$ cat src/rtl/i2cm_pkg.sv
package i2cm_pkg;

    localparam int MAX_ADDR_BYTES = 4;
    localparam int COUNT_WIDTH    = 16;
    localparam int PHASE_W        = 10;
    localparam int ALEN_W         = 3;

    localparam logic [PHASE_W-1:0] PHASE_LEN_RESET = 10'd5;

    localparam logic [1:0] FUNC_TICK   = 2'd0;
    localparam logic [1:0] FUNC_BEGIN  = 2'd1;
    localparam logic [1:0] FUNC_SUPPLY = 2'd2;

    localparam logic [1:0] OP_READ  = 2'd0;
    localparam logic [1:0] OP_WRITE = 2'd1;
    localparam logic [1:0] OP_FILL1 = 2'd2;
    localparam logic [1:0] OP_FILL0 = 2'd3;

    localparam logic [7:0] FILL_ONES  = 8'hFF;
    localparam logic [7:0] FILL_ZEROS = 8'h00;

    typedef enum logic [16:0] {
        PH_IDLE = 17'b1 << 0,
        PH_ST_A = 17'b1 << 1,
        PH_ST_B = 17'b1 << 2,
        PH_ST_C = 17'b1 << 3,
        PH_TX_A = 17'b1 << 4,
        PH_TX_B = 17'b1 << 5,
        PH_SA_A = 17'b1 << 6,
        PH_SA_B = 17'b1 << 7,
        PH_WAIT = 17'b1 << 8,
        PH_RX_A = 17'b1 << 9,
        PH_RX_B = 17'b1 << 10,
        PH_MA_A = 17'b1 << 11,
        PH_MA_B = 17'b1 << 12,
        PH_RS_A = 17'b1 << 13,
        PH_SP_A = 17'b1 << 14,
        PH_SP_B = 17'b1 << 15,
        PH_SP_C = 17'b1 << 16
    } phase_t;

    typedef enum logic [1:0] {
        STG_DEV_W = 2'd0,
        STG_ADDR  = 2'd1,
        STG_DEV_R = 2'd2,
        STG_DATA  = 2'd3
    } stage_t;

    typedef struct packed {
        logic       scl_level;
        logic       sda_level;
        logic [7:0] read_byte;
        logic       read_valid;
        logic       write_request;
        logic       nack_seen;
        logic       busy_res;
        logic       done_res;
    } result_t;

endpackage

$ cat src/rtl/i2cm_core.sv
module i2cm_core (
    input  logic                             aclk,
    input  logic                             aresetn,
    input  logic                             cfg_wr_en,
    input  logic [i2cm_pkg::PHASE_W-1:0]     cfg_wr_data,
    input  logic                             in_fire,
    input  logic [1:0]                       func,
    input  logic [6:0]                       dev_address,
    input  logic [1:0]                       operation,
    input  logic [31:0]                      mem_address,
    input  logic [i2cm_pkg::ALEN_W-1:0]      addr_len,
    input  logic [i2cm_pkg::COUNT_WIDTH-1:0] byte_count,
    input  logic [7:0]                       write_data,
    input  logic                             sda_in,
    output i2cm_pkg::result_t                res
);
    import i2cm_pkg::*;

    logic [PHASE_W-1:0]     phase_len_reg;
    phase_t                 phase_reg, phase_next;
    stage_t                 stage_reg, stage_next;
    logic [PHASE_W-1:0]     tick_reg, tick_next;
    logic [3:0]             bit_reg, bit_next;
    logic [7:0]             shift_reg, shift_next;
    logic [COUNT_WIDTH-1:0] bytes_reg, bytes_next;
    logic [ALEN_W-1:0]      abytes_reg, abytes_next;
    logic [31:0]            maddr_reg, maddr_next;
    logic [6:0]             dev_reg, dev_next;
    logic [1:0]             op_reg, op_next;
    logic [7:0]             hold_reg, hold_next;
    logic                   full_reg, full_next;
    logic                   nack_reg, nack_next;
    logic                   scl_reg, scl_next;
    logic                   sda_reg, sda_next;
    logic [7:0]             last_reg, last_next;
    logic                   ack_reg, ack_next;
    logic                   valid_now, done_now;

    logic [PHASE_W-1:0]     len_eff;
    logic [PHASE_W-1:0]     tick_inc;
    logic [7:0]             addr_byte;

    assign len_eff  = (phase_len_reg == '0) ? PHASE_W'(1) : phase_len_reg;
    assign tick_inc = tick_reg + PHASE_W'(1);

    // memory address byte picked by the remaining address count, msb first
    always_comb begin
        addr_byte = 8'h00;
        for (int i = 0; i < MAX_ADDR_BYTES; i++) begin
            if (abytes_reg == ALEN_W'(i + 1) && i < 4) begin
                addr_byte = maddr_reg[(i % 4) * 8 +: 8];
            end
        end
    end

    always_comb begin
        phase_t go;
        logic   do_enter;
        logic   do_nd;

        go          = PH_IDLE;
        do_enter    = 1'b0;
        do_nd       = 1'b0;
        phase_next  = phase_reg;
        stage_next  = stage_reg;
        tick_next   = tick_reg;
        bit_next    = bit_reg;
        shift_next  = shift_reg;
        bytes_next  = bytes_reg;
        abytes_next = abytes_reg;
        maddr_next  = maddr_reg;
        dev_next    = dev_reg;
        op_next     = op_reg;
        hold_next   = hold_reg;
        full_next   = full_reg;
        nack_next   = nack_reg;
        scl_next    = scl_reg;
        sda_next    = sda_reg;
        last_next   = last_reg;
        ack_next    = ack_reg;
        valid_now   = 1'b0;
        done_now    = 1'b0;

        if (in_fire) begin
            if (func == FUNC_TICK) begin
                if (phase_reg == PH_WAIT) begin
                    do_nd = full_reg;
                end else if (phase_reg != PH_IDLE) begin
                    tick_next = tick_inc;
                    if (tick_inc >= len_eff) begin
                        do_enter = 1'b1;
                        unique case (phase_reg)
                            PH_ST_A: go = PH_ST_B;
                            PH_ST_B: go = PH_ST_C;
                            PH_ST_C: begin
                                shift_next = {dev_reg, stage_reg == STG_DEV_R};
                                bit_next   = 4'd8;
                                go         = PH_TX_A;
                            end
                            PH_TX_A: go = PH_TX_B;
                            PH_TX_B: begin
                                shift_next = {shift_reg[6:0], 1'b0};
                                bit_next   = (bit_reg != 4'd0) ? bit_reg - 4'd1 : bit_reg;
                                go = (bit_next != 4'd0) ? PH_TX_A : PH_SA_A;
                            end
                            PH_SA_A: go = PH_SA_B;
                            PH_SA_B: begin
                                if (sda_in) nack_next = 1'b1;
                                if (stage_reg == STG_DEV_W || stage_reg == STG_ADDR) begin
                                    if (abytes_reg != '0) begin
                                        shift_next  = addr_byte;
                                        bit_next    = 4'd8;
                                        abytes_next = abytes_reg - ALEN_W'(1);
                                        stage_next  = STG_ADDR;
                                        go          = PH_TX_A;
                                    end else if (op_reg == OP_READ) begin
                                        stage_next = STG_DEV_R;
                                        go         = PH_RS_A;
                                    end else begin
                                        do_enter = 1'b0;
                                        do_nd    = 1'b1;
                                    end
                                end else if (stage_reg == STG_DEV_R) begin
                                    if (bytes_reg != '0) begin
                                        shift_next = 8'h00;
                                        bit_next   = 4'd8;
                                        go         = PH_RX_A;
                                    end else begin
                                        go = PH_SP_A;
                                    end
                                end else begin
                                    do_enter = 1'b0;
                                    do_nd    = 1'b1;
                                end
                            end
                            PH_RX_A: go = PH_RX_B;
                            PH_RX_B: begin
                                shift_next = {shift_reg[6:0], sda_in};
                                bit_next   = (bit_reg != 4'd0) ? bit_reg - 4'd1 : bit_reg;
                                if (bit_next != 4'd0) begin
                                    go = PH_RX_A;
                                end else begin
                                    last_next  = shift_next;
                                    valid_now  = 1'b1;
                                    bytes_next = bytes_reg - COUNT_WIDTH'(1);
                                    ack_next   = (bytes_next == '0);
                                    go         = PH_MA_A;
                                end
                            end
                            PH_MA_A: go = PH_MA_B;
                            PH_MA_B: begin
                                if (bytes_reg != '0) begin
                                    shift_next = 8'h00;
                                    bit_next   = 4'd8;
                                    go         = PH_RX_A;
                                end else begin
                                    go = PH_SP_A;
                                end
                            end
                            PH_RS_A: go = PH_ST_A;
                            PH_SP_A: go = PH_SP_B;
                            PH_SP_B: go = PH_SP_C;
                            PH_SP_C: begin
                                done_now = 1'b1;
                                go       = PH_IDLE;
                            end
                            default: go = PH_IDLE;
                        endcase
                    end
                end
            end else if (func == FUNC_BEGIN) begin
                if (phase_reg == PH_IDLE) begin
                    dev_next    = dev_address;
                    op_next     = operation;
                    maddr_next  = mem_address;
                    abytes_next = (addr_len > ALEN_W'(MAX_ADDR_BYTES)) ?
                                  ALEN_W'(MAX_ADDR_BYTES) : addr_len;
                    bytes_next  = byte_count;
                    full_next   = 1'b0;
                    nack_next   = 1'b0;
                    stage_next  = STG_DEV_W;
                    do_enter    = 1'b1;
                    go          = PH_ST_A;
                end
            end else if (func == FUNC_SUPPLY) begin
                if (!full_reg) begin
                    hold_next = write_data;
                    full_next = 1'b1;
                end
            end
        end

        // fetch of the next data byte, or stop when none are left
        if (do_nd) begin
            do_enter = 1'b1;
            if (bytes_reg == '0) begin
                go = PH_SP_A;
            end else begin
                stage_next = STG_DATA;
                if (op_reg == OP_WRITE) begin
                    if (full_reg) begin
                        full_next  = 1'b0;
                        bytes_next = bytes_reg - COUNT_WIDTH'(1);
                        shift_next = hold_reg;
                        bit_next   = 4'd8;
                        go         = PH_TX_A;
                    end else begin
                        go = PH_WAIT;
                    end
                end else begin
                    bytes_next = bytes_reg - COUNT_WIDTH'(1);
                    shift_next = (op_reg == OP_FILL1) ? FILL_ONES : FILL_ZEROS;
                    bit_next   = 4'd8;
                    go         = PH_TX_A;
                end
            end
        end

        // line levels on phase entry
        if (do_enter) begin
            phase_next = go;
            tick_next  = '0;
            unique case (go)
                PH_ST_A: begin scl_next = 1'b1; sda_next = 1'b1; end
                PH_ST_B: begin scl_next = 1'b1; sda_next = 1'b0; end
                PH_ST_C: begin scl_next = 1'b0; sda_next = 1'b0; end
                PH_TX_A: begin scl_next = 1'b0; sda_next = shift_next[7]; end
                PH_SA_A, PH_WAIT, PH_RX_A, PH_RS_A: begin
                    scl_next = 1'b0;
                    sda_next = 1'b1;
                end
                PH_MA_A: begin scl_next = 1'b0; sda_next = ack_next; end
                PH_SP_A: begin scl_next = 1'b0; sda_next = 1'b0; end
                PH_SP_B: begin scl_next = 1'b1; sda_next = 1'b0; end
                PH_SP_C: begin scl_next = 1'b1; sda_next = 1'b1; end
                PH_TX_B, PH_SA_B, PH_RX_B, PH_MA_B: scl_next = 1'b1;
                default: begin
                    scl_next   = 1'b1;
                    sda_next   = 1'b1;
                    phase_next = PH_IDLE;
                end
            endcase
        end
    end

    always_ff @(posedge aclk) begin
        if (!aresetn) begin
            phase_len_reg <= PHASE_LEN_RESET;
            phase_reg     <= PH_IDLE;
            stage_reg     <= STG_DEV_W;
            tick_reg      <= '0;
            bit_reg       <= '0;
            shift_reg     <= '0;
            bytes_reg     <= '0;
            abytes_reg    <= '0;
            maddr_reg     <= '0;
            dev_reg       <= '0;
            op_reg        <= '0;
            full_reg      <= 1'b0;
            nack_reg      <= 1'b0;
            scl_reg       <= 1'b1;
            sda_reg       <= 1'b1;
            last_reg      <= '0;
            ack_reg       <= 1'b0;
        end else begin
            if (cfg_wr_en) begin
                phase_len_reg <= cfg_wr_data;
            end
            phase_reg  <= phase_next;
            stage_reg  <= stage_next;
            tick_reg   <= tick_next;
            bit_reg    <= bit_next;
            shift_reg  <= shift_next;
            bytes_reg  <= bytes_next;
            abytes_reg <= abytes_next;
            maddr_reg  <= maddr_next;
            dev_reg    <= dev_next;
            op_reg     <= op_next;
            full_reg   <= full_next;
            nack_reg   <= nack_next;
            scl_reg    <= scl_next;
            sda_reg    <= sda_next;
            last_reg   <= last_next;
            ack_reg    <= ack_next;
        end
    end

    always_ff @(posedge aclk) begin
        hold_reg <= hold_next;
    end

    always_comb begin
        res.scl_level     = scl_next;
        res.sda_level     = sda_next;
        res.read_byte     = last_next;
        res.read_valid    = valid_now;
        res.write_request = (phase_next != PH_IDLE) && (op_next == OP_WRITE) &&
                            !full_next && (bytes_next != '0);
        res.nack_seen     = nack_next;
        res.busy_res      = (phase_next != PH_IDLE);
        res.done_res      = done_now;
    end

endmodule

$ cat src/rtl/i2cm_out_stage.sv
module i2cm_out_stage (
    input  logic               aclk,
    input  logic               aresetn,
    input  logic               in_fire,
    input  i2cm_pkg::result_t  res_in,
    input  logic               m_ready,
    output logic               m_valid,
    output i2cm_pkg::result_t  res_out,
    output logic               can_accept
);
    import i2cm_pkg::*;

    logic    valid_reg;
    result_t data_reg;

    // a waiting result is taken in the same cycle a new one lands
    assign can_accept = !valid_reg || m_ready;

    always_ff @(posedge aclk) begin
        if (!aresetn) begin
            valid_reg <= 1'b0;
        end else if (in_fire) begin
            valid_reg <= 1'b1;
        end else if (m_ready) begin
            valid_reg <= 1'b0;
        end
    end

    always_ff @(posedge aclk) begin
        if (in_fire) begin
            data_reg <= res_in;
        end
    end

    assign m_valid = valid_reg;
    assign res_out = data_reg;

endmodule

$ cat src/rtl/i2c_master_register_transfer.sv
// i2c master for register-addressed transfers, stepped one item at a time
//
// input channel (s_valid/s_ready): each item is a tick (func 0), a begin
// command (func 1) carrying device address, operation, memory address,
// address length and byte count, or a write byte for the holding register
// (func 2). sda_in is the sampled bus level, used on ticks.
// result channel (m_valid/m_ready): exactly one result per input item with
// the driven scl/sda levels, last read byte, status and done flag.
// configuration: cfg_wr_en/cfg_wr_data write the phase length (ticks per
// bus phase); the user must write it only while the block is idle, unchecked.
//
// the state machine updates and the result is registered at the edge
// that accepts the item. one item per cycle is sustained while m_ready
// stays high; the single output register frees as it is drained.
// a stalled receiver holds the result; s_ready stays high as long as the
// output register is empty or being taken in the same cycle.
// reset releases both lines, returns to idle and sets phase length to 5.
module i2c_master_register_transfer (
    input  logic                             aclk,
    input  logic                             aresetn,
    input  logic                             cfg_wr_en,
    input  logic [i2cm_pkg::PHASE_W-1:0]     cfg_wr_data,
    input  logic                             s_valid,
    output logic                             s_ready,
    input  logic [1:0]                       s_func,
    input  logic [6:0]                       s_dev_address,
    input  logic [1:0]                       s_operation,
    input  logic [31:0]                      s_mem_address,
    input  logic [i2cm_pkg::ALEN_W-1:0]      s_addr_len,
    input  logic [i2cm_pkg::COUNT_WIDTH-1:0] s_byte_count,
    input  logic [7:0]                       s_write_data,
    input  logic                             s_sda_in,
    output logic                             m_valid,
    input  logic                             m_ready,
    output logic                             m_scl_level,
    output logic                             m_sda_level,
    output logic [7:0]                       m_read_byte,
    output logic                             m_read_valid,
    output logic                             m_write_request,
    output logic                             m_nack_seen,
    output logic                             m_busy_res,
    output logic                             m_done_res
);
    import i2cm_pkg::*;

    logic    in_fire;
    result_t core_res;
    result_t out_res;

    assign in_fire = s_valid && s_ready;

    i2cm_core u_core (
        .aclk        (aclk),
        .aresetn     (aresetn),
        .cfg_wr_en   (cfg_wr_en),
        .cfg_wr_data (cfg_wr_data),
        .in_fire     (in_fire),
        .func        (s_func),
        .dev_address (s_dev_address),
        .operation   (s_operation),
        .mem_address (s_mem_address),
        .addr_len    (s_addr_len),
        .byte_count  (s_byte_count),
        .write_data  (s_write_data),
        .sda_in      (s_sda_in),
        .res         (core_res)
    );

    i2cm_out_stage u_out (
        .aclk       (aclk),
        .aresetn    (aresetn),
        .in_fire    (in_fire),
        .res_in     (core_res),
        .m_ready    (m_ready),
        .m_valid    (m_valid),
        .res_out    (out_res),
        .can_accept (s_ready)
    );

    assign m_scl_level     = out_res.scl_level;
    assign m_sda_level     = out_res.sda_level;
    assign m_read_byte     = out_res.read_byte;
    assign m_read_valid    = out_res.read_valid;
    assign m_write_request = out_res.write_request;
    assign m_nack_seen     = out_res.nack_seen;
    assign m_busy_res      = out_res.busy_res;
    assign m_done_res      = out_res.done_res;

endmodule
$ cat config.mk
export PLATFORM = sky130hd
export DESIGN_NAME = i2c_master_register_transfer
export DESIGN_NICKNAME = d
export VERILOG_FILES = /design/src/rtl/i2cm_pkg.sv /design/src/rtl/i2cm_core.sv /design/src/rtl/i2cm_out_stage.sv /design/src/rtl/i2c_master_register_transfer.sv
export SDC_FILE = /design/constraint.sdc
export NUM_CORES = 1
export LEC_CHECK = 0
export BUFFER_PORTS_ARGS = -buffer_cell sky130_fd_sc_hd__buf_4
export CORE_MARGIN = 5
export CORE_UTILIZATION = 48
export CTS_CLUSTER_DIAMETER = 40
export DETAILED_ROUTE_END_ITERATION = 8
export PLACE_DENSITY = 0.79
export SETUP_SLACK_MARGIN = 0.5
export SKIP_LAST_GASP = 1
export SLEW_MARGIN = 20
export SYNTH_ARGS = -nofsm -noshare
export SYNTH_HDL_FRONTEND = slang
export SYNTH_HIERARCHICAL = 1
export SYNTH_SLANG_ARGS = --single-unit
$ cat constraint.sdc
create_clock -name aclk -period 5.4 [get_ports aclk]
set_input_delay 0.54 -clock aclk [delete_from_list [all_inputs] [get_ports aclk]]
set_output_delay 0.54 -clock aclk [all_outputs]
set_load 0.005 [all_outputs]
Word-level counts from Yosys, hierarchy flattened

Index checks and enable logic that the tools add are counted.

Logic and storage cells: 286
Bits in registers: 148
Output and inout bits: 17

Order comparisons: 2
Reduce and logical (&&, ||, !) cells: 34
Add/sub/neg operators: 4
Equal/unequal tests: 52
Bitwise gates (word level): 8
Mux-type cells: 159

Operators by type and width:

| cell                                                   | count |
|---|---|
| case mux 17 bit (14 select lines)                      | 1 |
| 2-to-1 mux 17 bit                                      | 13 |
| 2-to-1 mux 16 bit                                      | 13 |
| 2-to-1 mux 8 bit                                       | 25 |
| 2-to-1 mux 4 bit                                       | 14 |
| 2-to-1 mux 1 bit                                       | 55 |
| case mux 8 bit (5 select lines)                        | 1 |
| 2-to-1 mux 2 bit                                       | 18 |
| equality test 17 x 10 -> 1 bit (second input constant) | 2 |
| equality test 17 x 11 -> 1 bit (second input constant) | 2 |
| equality test 17 x 12 -> 1 bit (second input constant) | 2 |
| equality test 17 x 13 -> 1 bit (second input constant) | 2 |
| equality test 17 x 14 -> 1 bit (second input constant) | 2 |
| equality test 17 x 15 -> 1 bit (second input constant) | 2 |
| equality test 17 x 16 -> 1 bit (second input constant) | 2 |
| equality test 17 bit (second input constant)           | 2 |
| equality test 17 x 2 -> 1 bit (second input constant)  | 2 |
| equality test 17 x 3 -> 1 bit (second input constant)  | 2 |
| equality test 17 x 4 -> 1 bit (second input constant)  | 2 |
| equality test 17 x 5 -> 1 bit (second input constant)  | 2 |
| equality test 17 x 6 -> 1 bit (second input constant)  | 2 |
| equality test 17 x 7 -> 1 bit (second input constant)  | 2 |
| equality test 17 x 8 -> 1 bit (second input constant)  | 2 |
| equality test 17 x 9 -> 1 bit (second input constant)  | 2 |
| other kinds (42)                                       | 87 |

Longest topological paths before layout

Gate-level depths: netlist of run 1.

Word-level depth: 19
Mapped depth: 19
Depth with buffers taken out: 16

By module

The synthesis of run 1 kept the hierarchy.

Modules (own cells, without submodules):

| module                       | cells each | area each (µm²) | instances |
|---|---|---|---|
| i2cm_core                    | 1070       | 7981.4          | 1 |
| i2cm_out_stage               | 19         | 499.2           | 1 |
| i2c_master_register_transfer | 1          | 6.3             | 1 |

Least setup slack after synthesis of run 1

Ideal clock, no wire load.

Kind: register to register
Start: reg u_core.tick_reg[0]
End: reg u_out.data_reg, in the netlist u_out/res_out[13] (data pin)
Path slack: 1218 ps
Buffers on the path: 2
Cell stages (with the launch flop): 19
Arrival: 3931 ps
Path through: dfxtp_1 -> ha_1 -> and3_1 -> and3_1 -> nand3_1 -> xnor2_1 -> ha_1 -> o21ai_0 -> nor2_1 -> or3_1 -> clkbuf_1 -> o211a_1 -> or2_2 -> nor3_1 -> nand4b_1 -> nor2b_1 -> a221oi_1 -> nor2_1 -> buf_4

Word-level cells in the longest chain between the ends: 13
Elaborated cells between the ends (all ways): 47
Classes of those cells: add/sub: 1; order compare: 1; eq/ne: 10; mux: 33; reduce/logical: 2

RTL lines:

| item                                                                       | line                 | source |
|---|---|---|
| from (decl)                                                                | i2cm_core.sv:22      | `logic [PHASE_W-1:0] tick_reg, tick_next;` |
| from (signal assigned)                                                     | i2cm_core.sv:271     | `tick_reg <= tick_next;` |
| adder 10 x 1 -> 10 bit *                                                   | i2cm_core.sv:44      | `assign tick_inc = tick_reg + PHASE_W'(1);` |
| named net u_core.tick_inc[8]                                               | i2cm_core.sv:40      | `logic [PHASE_W-1:0] tick_inc;` |
| >= comparator 10 bit *                                                     | i2cm_core.sv:90      | `if (tick_inc >= len_eff) begin` |
| parallel branches: the longest is 10 deep, another holds 2-to-1 mux 17 bit | n/a                  |  |
| 2-to-1 mux 1 bit *                                                         | i2cm_core.sv:220     | `if (do_enter) begin` |
| named net u_core.sda_next                                                  | i2cm_core.sv:34      | `logic sda_reg, sda_next;` |
| to (signal assigned)                                                       | i2cm_out_stage.sv:31 | `data_reg <= res_in;` |
| to (decl)                                                                  | i2cm_out_stage.sv:14 | `result_t data_reg;` |

Mark *: on every way through the listed nets, which the timed path passes.
A chain may end at the register's enable or synchronous reset.

==> results of run 1 <==
-- logic make-up (layout without fill, tap and decap cells) --
family / count (synthesis) / after routing / synth area share [%]
xor gates and xnor gates: 24 / 24 / 2.477
buffers and inverters: 99 / 181 / 4.615
adders and majority gates: 19 / 19 / 2.801
muxes: 20 / 20 / 2.477
and+or+nand+nor: 493 / 493 / 28.53
DFF: 147 / 147 / 37.39
AOI/OAI and AO/OA: 288 / 288 / 21.72
-- final timing paths --
path / from / to
min: s_write_data[3] / u_core/hold_reg[3]$_DFFE_PP_
min reg2reg: u_core/maddr_reg[29]$_SDFFE_PN0P_ / u_core/maddr_reg[29]$_SDFFE_PN0P_
max: u_core/tick_reg[0]$_SDFFE_PP0P_ / u_out/res_out[3]$_DFFE_PP_
max reg2reg: u_core/tick_reg[0]$_SDFFE_PP0P_ / u_out/res_out[3]$_DFFE_PP_
-- report_power, final --
| part | total (uW) | switching, uW | leakage, uW | internal (uW) |
|---|---|---|---|---|
| registers | 1170 | 29.8 | 0.00123 | 1140 |
| clock network | 1190 | 531 | 0.000289 | 658 |
| logic | 353 | 215 | 0.00232 | 139 |
| total | 2710 | 775 | 0.00384 | 1940 |
-- synth_stat cells, types with 13 or more instances --
library cell / count / area share, %
sky130_fd_sc_hd__nand3_1: 26 / 1.5
sky130_fd_sc_hd__a22oi_1: 15 / 1.3
sky130_fd_sc_hd__nor2_1: 106 / 4.7
sky130_fd_sc_hd__and3_1: 16 / 1.2
sky130_fd_sc_hd__o21ai_0: 40 / 2.4
sky130_fd_sc_hd__edfxtp_1: 23 / 8.1
sky130_fd_sc_hd__clkbuf_1: 60 / 2.7
sky130_fd_sc_hd__nor4_1: 17 / 1.3
sky130_fd_sc_hd__a21oi_1: 110 / 6.5
sky130_fd_sc_hd__and2_1: 19 / 1.4
sky130_fd_sc_hd__nor3_1: 39 / 2.3
sky130_fd_sc_hd__xor2_1: 17 / 1.8
sky130_fd_sc_hd__a211oi_1: 13 / 1.1
sky130_fd_sc_hd__inv_1: 31 / 1.4
sky130_fd_sc_hd__ha_1: 19 / 2.8
sky130_fd_sc_hd__o211ai_1: 14 / 1.2
sky130_fd_sc_hd__nand2_1: 177 / 7.8
sky130_fd_sc_hd__a31oi_1: 14 / 1.0
sky130_fd_sc_hd__dfxtp_1: 124 / 29
sky130_fd_sc_hd__nand2b_1: 17 / 1.3
-- final cells by class --
| type | count | area (um2) | area share [%] |
|---|---|---|---|
| clock buffers | 17 | 425.4 | 4.264 |
| clock inverters | 15 | 160.2 | 1.605 |
| inverters | 31 | 116.4 | 1.166 |
| multi-input cells | 844 | 4935 | 49.46 |
| flip-flops and latches | 147 | 3173 | 31.80 |
| well taps | 225 | 281.5 | 2.822 |
| repair buffers | 118 | 885.9 | 8.879 |
-- what timing repair did --
item | CTS | global route
endpoints found under the setup margin | 0 | 2
resized for setup | 0 | 2
buffers inserted | 0 | 0
-- through the flow --
step	util [%]	worst slack, ns	area [um2]	cells	hold WS (ns)
6_report	57.68	0.8865	9977	1397	0.2830
5_1_grt	57.68	0.6195	9977	1397	0.2626
4_1_cts	57.62	0.8453	9967	1397	0.2697
3_5_place_dp	54.24	0.8804	9382	1365	0.4428
3_3_place_gp	54.24	1.066	9382	1365	0.4384
2_1_floorplan	-	1.218	8487	1090	0.4315
-- worst max-delay path, delay by kind of cell (launching register included) --
family          cells  cell delay (ns)
simple gates        8             1.98
compound gates      5             0.93
fa+ha+maj           2             0.55
flops               1             0.40
buf+inv             1             0.25
xor+xnor            1             0.15
-- per-layer routing --
layer / routed length [um] / up-vias / GRT usage [%]
met5: 0 / - / 0
met3: 2348 / 80 / 4.990
met1: 11180 / 3987 / 34.64
met2: 11480 / 462 / 39.29
met4: 992 / 0 / 11.16
li1: - / 4087 / -
==> impl_metrics.json, run 1 <==
{
  "critPathMaxStageDelay_ns": 0.46,
  "critPathMaxFanout": 19,
  "power_uw": 2714,
  "totalWireLength_um": 26000,
  "synth-seq-area-share_pct": 37.39,
  "wire_length_of_the_first_global_routing_pass_um": 41620,
  "final_nets": 1264,
  "routed_wire_length_per_instance_um": 18.61,
  "number_of_flops_mapped_to_enable_cells_by_yosys": 23,
  "slew_headroom_pct": 37.49,
  "clock_transition_time_at_the_flip_flop_clock_pins_of_the_worst_setup_and_hold_paths_ns": 0.07,
  "worst-slew-pin-transition_ns": 0.9305,
  "outcome": "complete, no violations",
  "timing_worst_setup_path_type": "reg2reg",
  "place.detailed.hpwl_um": 18980,
  "fmaxAchievable_mhz": 221.6,
  "synthFlopType": "sky130_fd_sc_hd__dfxtp_1",
  "synth.net_count": 1195,
  "slowest_stage": "sky130_fd_sc_hd__or3_1",
  "timing.critical_path.cells": "ha_1, and3_1, and3_1, nand3_1, xnor2_1, ha_1, o21ai_0, nor2_1, or3_1, o21ai_1, nor3_1, nor3_2, buf_4, a22oi_1, or3b_1, o211a_1, o31a_1",
  "ctsHtreeMaxLevel": 4,
  "total_cts_buffers": 17,
  "layout_min_cycle_time_ns": 4.513,
  "place.gp.congestion": 1.014,
  "ys.warnings.count": 6,
  "worst_clock_skew_ns": 0.006326,
  "post-route-period-util_pct": 83.58,
  "globalRoute.totalOverflow": 0,
  "groute.usage.overall_pct": 25.44,
  "drt-vias-per-instance": 6.168,
  "chipHeight_um": 143.0,
  "worst-endpoint-arrival_ns": 4.70,
  "startpoint_type_of_the_worst_setup_path": "register",
  "largest_register_ffs": 32,
  "syn_avg_cell_area_um2": 7.786,
  "dr_total_vias": 8616,
  "numPortBuffers": 102,
  "die-width_um": 143.0,
  "hold_path_depth": 1,
  "clock-sinks": 147,
  "clock_tree.root_cell": "sky130_fd_sc_hd__clkbuf_16",
  "post_cts_hold_buffer_count": 0,
  "start_util_pct": 49.07,
  "drive_above_1_share_pct": 14.59,
  "synthDistinctLibCells": 77,
  "vdd.ir_drop.worst_uv": 258.7,
  "power-per-cell-area_nw_per_um2": 272.0,
  "layout.filler_cells": 1614,
  "max_cap_viol_count": 0,
  "finalSetupTns_ns": 0,
  "tritoncts": "done",
  "syn-cell-area_um2": 8487,
  "setup_viol_count_final": 0,
  "grt_start_max_net_pins": 50,
  "r2r.worst_path.cells": 17,
  "first_pass_iters": 6,
  "row_count": 48,
  "antenna_violating_nets_post_route": 0,
  "antenna_violations_before_repair": 1,
  "io_pins": 103,
  "rrSetupSlack_ns": 0.89,
  "cellLeakagePower_uw": 0.003838,
  "cp.required_ns": 5.58,
  "max-clock-path-buffers": 2,
  "grt_setup_unrepaired": "no",
  "layout.cells.most_common": "sky130_fd_sc_hd__nand2_1",
  "clk_latency_ns": 0.43,
  "floorplan.die_area_um2": 20440,
  "holdCritPathClass": "in2reg",
  "total_inserted_antenna_cells": 0,
  "final_hold_viol_count": 0,
  "timing.final.max_slew_violations": 0,
  "detailed_route_drc_error_count": 0,
  "first_global_vias": 8056,
  "layout-area-overhead-vs-synth_pct": 17.56,
  "layout.cells.most_common_list": "sky130_fd_sc_hd__nand2_1 (177), sky130_fd_sc_hd__dfxtp_1 (124), sky130_fd_sc_hd__buf_4 (118)",
  "setup.worst_path.end_class": "register",
  "yosys_register_bits": 147,
  "design.core.area_um2": 17300,
  "drt_iter0_drc": 1124,
  "ys_async_sr_fraction_pct": 0,
  "syn-instance-count": 1090
}
No activity file was read; power rests on OpenSTA's default activity.
==> run 2: changes to the inputs <==
clock period = 4.2 ns   (was 5.4 ns; I/O delays follow)
==> run 2 against run 1 <==
  * Combinational power increased by 47%
  * Critical path depth increased by 1
  * Non-clock buffer count increased by 63
  * Cell count increased by 4.5%
  * Critical path type unchanged
  * Clock-buffer cell count increased by 2
==> impl_metrics.json, run 2 (synthesis gave the netlist of run 1 again) <==
{
  "final.hold.worst_slack_ns": 0.1662,
  "switching_part_of_the_total_pct": 28.64,
  "wire_length_of_the_first_global_routing_pass_um": 43190,
  "total_inserted_antenna_cells": 0,
  "globalRoute.totalOverflow": 0,
  "max_cap_viol_count": 0,
  "worst-slew-pin-transition_ns": 0.8469,
  "critPathMaxStageDelay_ns": 0.41,
  "drt_iter0_drc": 944,
  "design.core.area_um2": 17300,
  "layout.cells.most_common_list": "sky130_fd_sc_hd__nand2_1 (174), sky130_fd_sc_hd__buf_4 (163), sky130_fd_sc_hd__dfxtp_1 (121)",
  "drive_above_1_share_pct": 24.45,
  "first_global_vias": 8435,
  "cp.required_ns": 4.38,
  "cellLeakagePower_uw": 0.004240,
  "worst-endpoint-arrival_ns": 4.31,
  "finalSetupTns_ns": 0,
  "row_count": 48,
  "worst_clock_skew_ns": 0.008967,
  "layout.cell_area.non_filler_um2": 10930,
  "post_cts_hold_buffer_count": 0,
  "max-clock-path-buffers": 2,
  "power-per-cell-area_nw_per_um2": 318.6,
  "floorplan.die_area_um2": 20440,
  "internal_power_uw": 2485,
  "final_hold_viol_count": 0,
  "layout-area-overhead-vs-synth_pct": 28.79,
  "grt_setup_unrepaired": "yes",
  "clock-sinks": 147,
  "groute.usage.overall_pct": 26.59,
  "share_clk_of_total_power_pct": 41.9,
  "setup.worst_path.end_class": "register",
  "layout_min_cycle_time_ns": 4.128,
  "outcome": "complete, no violations",
  "clock_transition_time_at_the_flip_flop_clock_pins_of_the_worst_setup_and_hold_paths_ns": 0.06,
  "chipHeight_um": 143.0,
  "critPathMaxFanout": 4,
  "dr_total_vias": 8922,
  "io_pins": 103,
  "clock_tree.root_cell": "sky130_fd_sc_hd__clkbuf_16",
  "start_util_pct": 49.07,
  "timing_worst_setup_path_type": "reg2reg",
  "numPortBuffers": 102,
  "tritoncts": "done",
  "timing.final.max_slew_violations": 0,
  "p_sw_uw": 997.3,
  "routed_wire_length_per_instance_um": 19.10,
  "final_nets": 1327,
  "place.gp.congestion": 0.9973,
  "slew_headroom_pct": 43.02,
  "drt-vias-per-instance": 6.111,
  "totalWireLength_um": 27880,
  "critical_path.most_common_cell": "sky130_fd_sc_hd__and3_4",
  "largest_register_ffs": 32,
  "first_pass_iters": 8,
  "die-width_um": 143.0,
  "ctsHtreeMaxLevel": 4,
  "grt_start_max_net_pins": 46,
  "clk_latency_ns": 0.43,
  "vdd.ir_drop.worst_uv": 377.4,
  "timing.critical_path.cells": "and3_4, and3_4, and3_4, nand3_4, xnor2_2, ha_1, nand4_1, a211oi_2, or3_4, buf_6, o211a_4, o211ai_1, buf_4, nor2_2, a211o_1, nor3_2, nand4_1, o31a_1",
  "setup_viol_count_final": 0,
  "placedInstanceArea_um2": 9727,
  "share_comb_of_total_power_pct": 14.9,
  "layout.filler_cells": 1483,
  "total_cts_buffers": 17,
  "holdCritPathClass": "in2reg",
  "antenna_violating_nets_post_route": 0,
  "detailed_route_drc_error_count": 0,
  "fmaxAchievable_mhz": 242.2,
  "layout.cells.most_common": "sky130_fd_sc_hd__nand2_1",
  "power.sequential.fraction_pct": 43.2,
  "startpoint_type_of_the_worst_setup_path": "register",
  "antenna_violations_before_repair": 0,
  "place.detailed.hpwl_um": 19560,
  "post-route-period-util_pct": 98.29,
  "power_uw": 3483,
  "slowest_stage": "sky130_fd_sc_hd__or3_4"
}
run 2: critical path: cells and delay by family (launching register included):
kind / cells / cell delay [ns]
fa+ha+maj: 1 / 0.29
buf+inv: 2 / 0.32
compound gates: 5 / 1.18
flops: 1 / 0.37
simple gates: 9 / 1.56
xor+xnor: 1 / 0.16
run 2: worst paths after layout:
check | from | end | slack [ns] | cells past startpoint
max | u_core/tick_reg[0]$_SDFFE_PP0P_ | u_out/res_out[3]$_DFFE_PP_ | 0.07 | 18
min | s_write_data[7] | u_core/hold_reg[7]$_DFFE_PP_ | 0.17 | 1
max reg2reg | u_core/tick_reg[0]$_SDFFE_PP0P_ | u_out/res_out[3]$_DFFE_PP_ | 0.07 | 18
min reg2reg | u_core/maddr_reg[19]$_SDFFE_PN0P_ | u_core/maddr_reg[19]$_SDFFE_PN0P_ | 0.45 | 2
run 2: routing by layer:
layer / vias up / wire length, um / global-route usage (%)
li1: 4202 / - / -
met1: 4188 / 11090 / 33.69
met4: 0 / 810 / 10.51
met2: 456 / 13340 / 43.40
met5: - / 0 / 0
met3: 76 / 2645 / 6.899
run 2: timing repair:
item,in CTS,in global routing
buffers inserted,15,15
pin swaps,16,35
endpoints found under the setup margin,36,57
gates resized for setup,25,70
cloned,0,0
run 2: through the flow:
step | util [%] | worst slack [ns] | std cells
after floorplan | - | 0.4325 | 1090
after global routing | 63.19 | -0.05210 | 1460
after CTS | 60.85 | 0.05797 | 1445
after global placement | 56.24 | 0.06566 | 1398
after detailed placement | 56.24 | -0.08815 | 1398
final | 63.19 | 0.07198 | 1460
run 2: layout make-up:
cell class,count,area (um2),area share [%]
multi-input combinational,844,5356,49.00
sequential,147,3182,29.11
timing repair buffer,181,1430,13.08
clock buffer,19,452.9,4.144
tap,225,281.5,2.576
inverter,31,116.4,1.065
clock inverter,13,111.4,1.019
run 2: power by group through the flow:
stage | clock, uW | sequential [uW] | combinational [uW]
2_1_floorplan | 0 | 1520 | 285
3_3_place_gp | 0 | 1530 | 478
3_5_place_dp | 0 | 1530 | 480
4_1_cts | 1490 | 1500 | 491
5_1_grt | 1550 | 1510 | 560
6_report | 1460 | 1500 | 518
==> run 3: changes to the inputs <==
BUFFER_PORTS_ARGS = default   (was -buffer_cell sky130_fd_sc_hd__buf_4)
DONT_BUFFER_PORTS = 1   (was default)
PLACE_DENSITY = 0.74   (was 0.79)
==> run 3 against run 2 <==
  * Sequential share of layout area grew 3.0 points
  * Clock power grew 7%
  * First-iteration DRC count grew 6.8%
  * Clock-buffer cell count grew 1
  * Combinational power shrank 19%
  * Highest routed layer unchanged
  * Die area is the same
  * Flip-flop and latch count is the same
==> impl_metrics.json, run 3 (synthesis gave the netlist of run 1 again) <==
{
  "timing_worst_setup_path_type": "reg2reg",
  "cp.required_ns": 4.38,
  "critPathMaxFanout": 4,
  "globalRoute.totalOverflow": 0,
  "ctsHtreeMaxLevel": 4,
  "final_hold_viol_count": 0,
  "final_util_pct": 57.32,
  "first_global_vias": 8077,
  "fmaxAchievable_mhz": 249.8,
  "layout.cells.most_common": "sky130_fd_sc_hd__nand2_1",
  "design.core.area_um2": 17300,
  "clk_latency_ns": 0.43,
  "clock_tree.root_cell": "sky130_fd_sc_hd__clkbuf_16",
  "final_nets": 1210,
  "cellLeakagePower_uw": 0.003631,
  "antenna_violating_nets_post_route": 0,
  "clock-sinks": 147,
  "layout-area-overhead-vs-synth_pct": 16.82,
  "wire_length_of_the_first_global_routing_pass_um": 42060,
  "layout.cells.most_common_list": "sky130_fd_sc_hd__nand2_1 (174), sky130_fd_sc_hd__dfxtp_1 (121), sky130_fd_sc_hd__nor2_1 (103)",
  "start_util_pct": 49.07,
  "floorplan.die_area_um2": 20440,
  "tritoncts": "done",
  "dr_total_vias": 8547,
  "outcome": "complete, no violations",
  "antenna_violations_before_repair": 0,
  "row_count": 48,
  "first_pass_iters": 6,
  "setup.worst_path.end_class": "register",
  "drt-vias-per-instance": 6.364,
  "clock_transition_time_at_the_flip_flop_clock_pins_of_the_worst_setup_and_hold_paths_ns": 0.07,
  "largest_register_ffs": 32,
  "finalSetupTns_ns": 0,
  "worst_clock_skew_ns": 0.008151,
  "die-width_um": 143.0,
  "holdCritPathClass": "in2reg",
  "place.detailed.hpwl_um": 18910,
  "grt_setup_unrepaired": "yes",
  "total_inserted_antenna_cells": 0,
  "numPortBuffers": 0,
  "routed_wire_length_per_instance_um": 20.08,
  "groute.usage.overall_pct": 25.87,
  "setup_viol_count_final": 0,
  "power-per-cell-area_nw_per_um2": 351.6,
  "slew_headroom_pct": 26.46,
  "worst-endpoint-arrival_ns": 4.19,
  "io_pins": 103,
  "worst-slew-pin-transition_ns": 1.103,
  "startpoint_type_of_the_worst_setup_path": "register",
  "chipHeight_um": 143.0,
  "layout_min_cycle_time_ns": 4.002,
  "detailed_route_drc_error_count": 0,
  "post_cts_hold_buffer_count": 0,
  "totalWireLength_um": 26970,
  "place.gp.congestion": 1.012,
  "total_cts_buffers": 17,
  "post-route-period-util_pct": 95.30,
  "grt_start_max_net_pins": 54,
  "drive_above_1_share_pct": 14.67,
  "drt_iter0_drc": 1008,
  "max-clock-path-buffers": 2,
  "timing.final.max_slew_violations": 0,
  "vdd.ir_drop.worst_uv": 308.3,
  "max_cap_viol_count": 0
}
run 3: cell types whose count changed in the layout (fill, tap and decap cells not counted), moves of 3 or more:
cell,change
sky130_fd_sc_hd__a21oi_1,+3
sky130_fd_sc_hd__a21oi_2,-3
sky130_fd_sc_hd__buf_4,-107
sky130_fd_sc_hd__buf_6,-11
sky130_fd_sc_hd__nor2_1,+4
sky130_fd_sc_hd__nor2_2,-4
sky130_fd_sc_hd__o21ai_2,-3
run 3: path summary, 6_finish.rpt:
check	from	endpoint	slack (ns)	cells after the start
min	aresetn	u_core/phase_reg[0]$_SDFF_PN1_	0.06	1
max	u_core/tick_reg[0]$_SDFFE_PP0P_	u_out/res_out[3]$_DFFE_PP_	0.20	17
min reg2reg	u_core/maddr_reg[18]$_SDFFE_PN0P_	u_core/maddr_reg[18]$_SDFFE_PN0P_	0.45	2
max reg2reg	u_core/tick_reg[0]$_SDFFE_PP0P_	u_out/res_out[3]$_DFFE_PP_	0.20	17
run 3: cell type report:
class	instances	area [um2]
Inverter	31	116.4
Timing Repair Buffer	64	523.0
Tap cell	225	281.5
Sequential cell	147	3179
Clock buffer	20	478.0
Fill cell	1580	7382
Clock inverter	12	125.1
Multi-Input combinational cell	844	5211
run 3: where the power goes:
group          leakage [uW]  switching (uW)  internal (uW)
Sequential          0.00123            41.2           1470
Combinational       0.00210             272            145
Clock              0.000303             656            904
Total               0.00363             969           2520
run 3: per-stage QoR:
step / cells / power (uW) / setup WS [ns] / hold WS [ns] / cell area (um2)
after floorplan: 1090 / 1804 / 0.4325 / 0.4315 / 8594
after global placement: 1282 / 1921 / 0.2155 / 0.4404 / 8856
after detailed placement: 1282 / 1919 / 0.1064 / 0.4458 / 8856
after CTS: 1331 / 3488 / 0.2565 / 0.04046 / 9711
after global routing: 1343 / 3613 / 0.03198 / 0.04675 / 9915
final: 1343 / 3486 / 0.1976 / 0.05726 / 9915
run 3: critical path, cell delays in order (launching register included):
cell	delay [ns]
sky130_fd_sc_hd__dfxtp_4	0.37
sky130_fd_sc_hd__and3_4	0.19
sky130_fd_sc_hd__and3_4	0.19
sky130_fd_sc_hd__and3_4	0.23
sky130_fd_sc_hd__nand3_4	0.09
sky130_fd_sc_hd__xnor2_2	0.15
sky130_fd_sc_hd__ha_1	0.31
sky130_fd_sc_hd__o21ai_1	0.08
sky130_fd_sc_hd__nor2_1	0.08
sky130_fd_sc_hd__or3_4	0.40
sky130_fd_sc_hd__o211a_1	0.24
sky130_fd_sc_hd__o211ai_1	0.27
sky130_fd_sc_hd__buf_4	0.18
sky130_fd_sc_hd__o21ai_1	0.06
sky130_fd_sc_hd__a221o_1	0.35
sky130_fd_sc_hd__nor3_2	0.22
sky130_fd_sc_hd__nand4_1	0.11
sky130_fd_sc_hd__o31a_1	0.24
run 3: metal layers:
layer  routed length, um  up-vias  GRT usage, %
li1                    -     3984             -
met1               10680     3955         33.51
met2               12560      501         41.91
met3                2711      107         5.827
met4                1023        0         10.41
met5                   0        -             0
run 3: what timing repair did:
item	CTS	global route
setup buffers	17	12
pin swaps	19	25
resized for setup	20	32
setup endpoints to repair	11	51
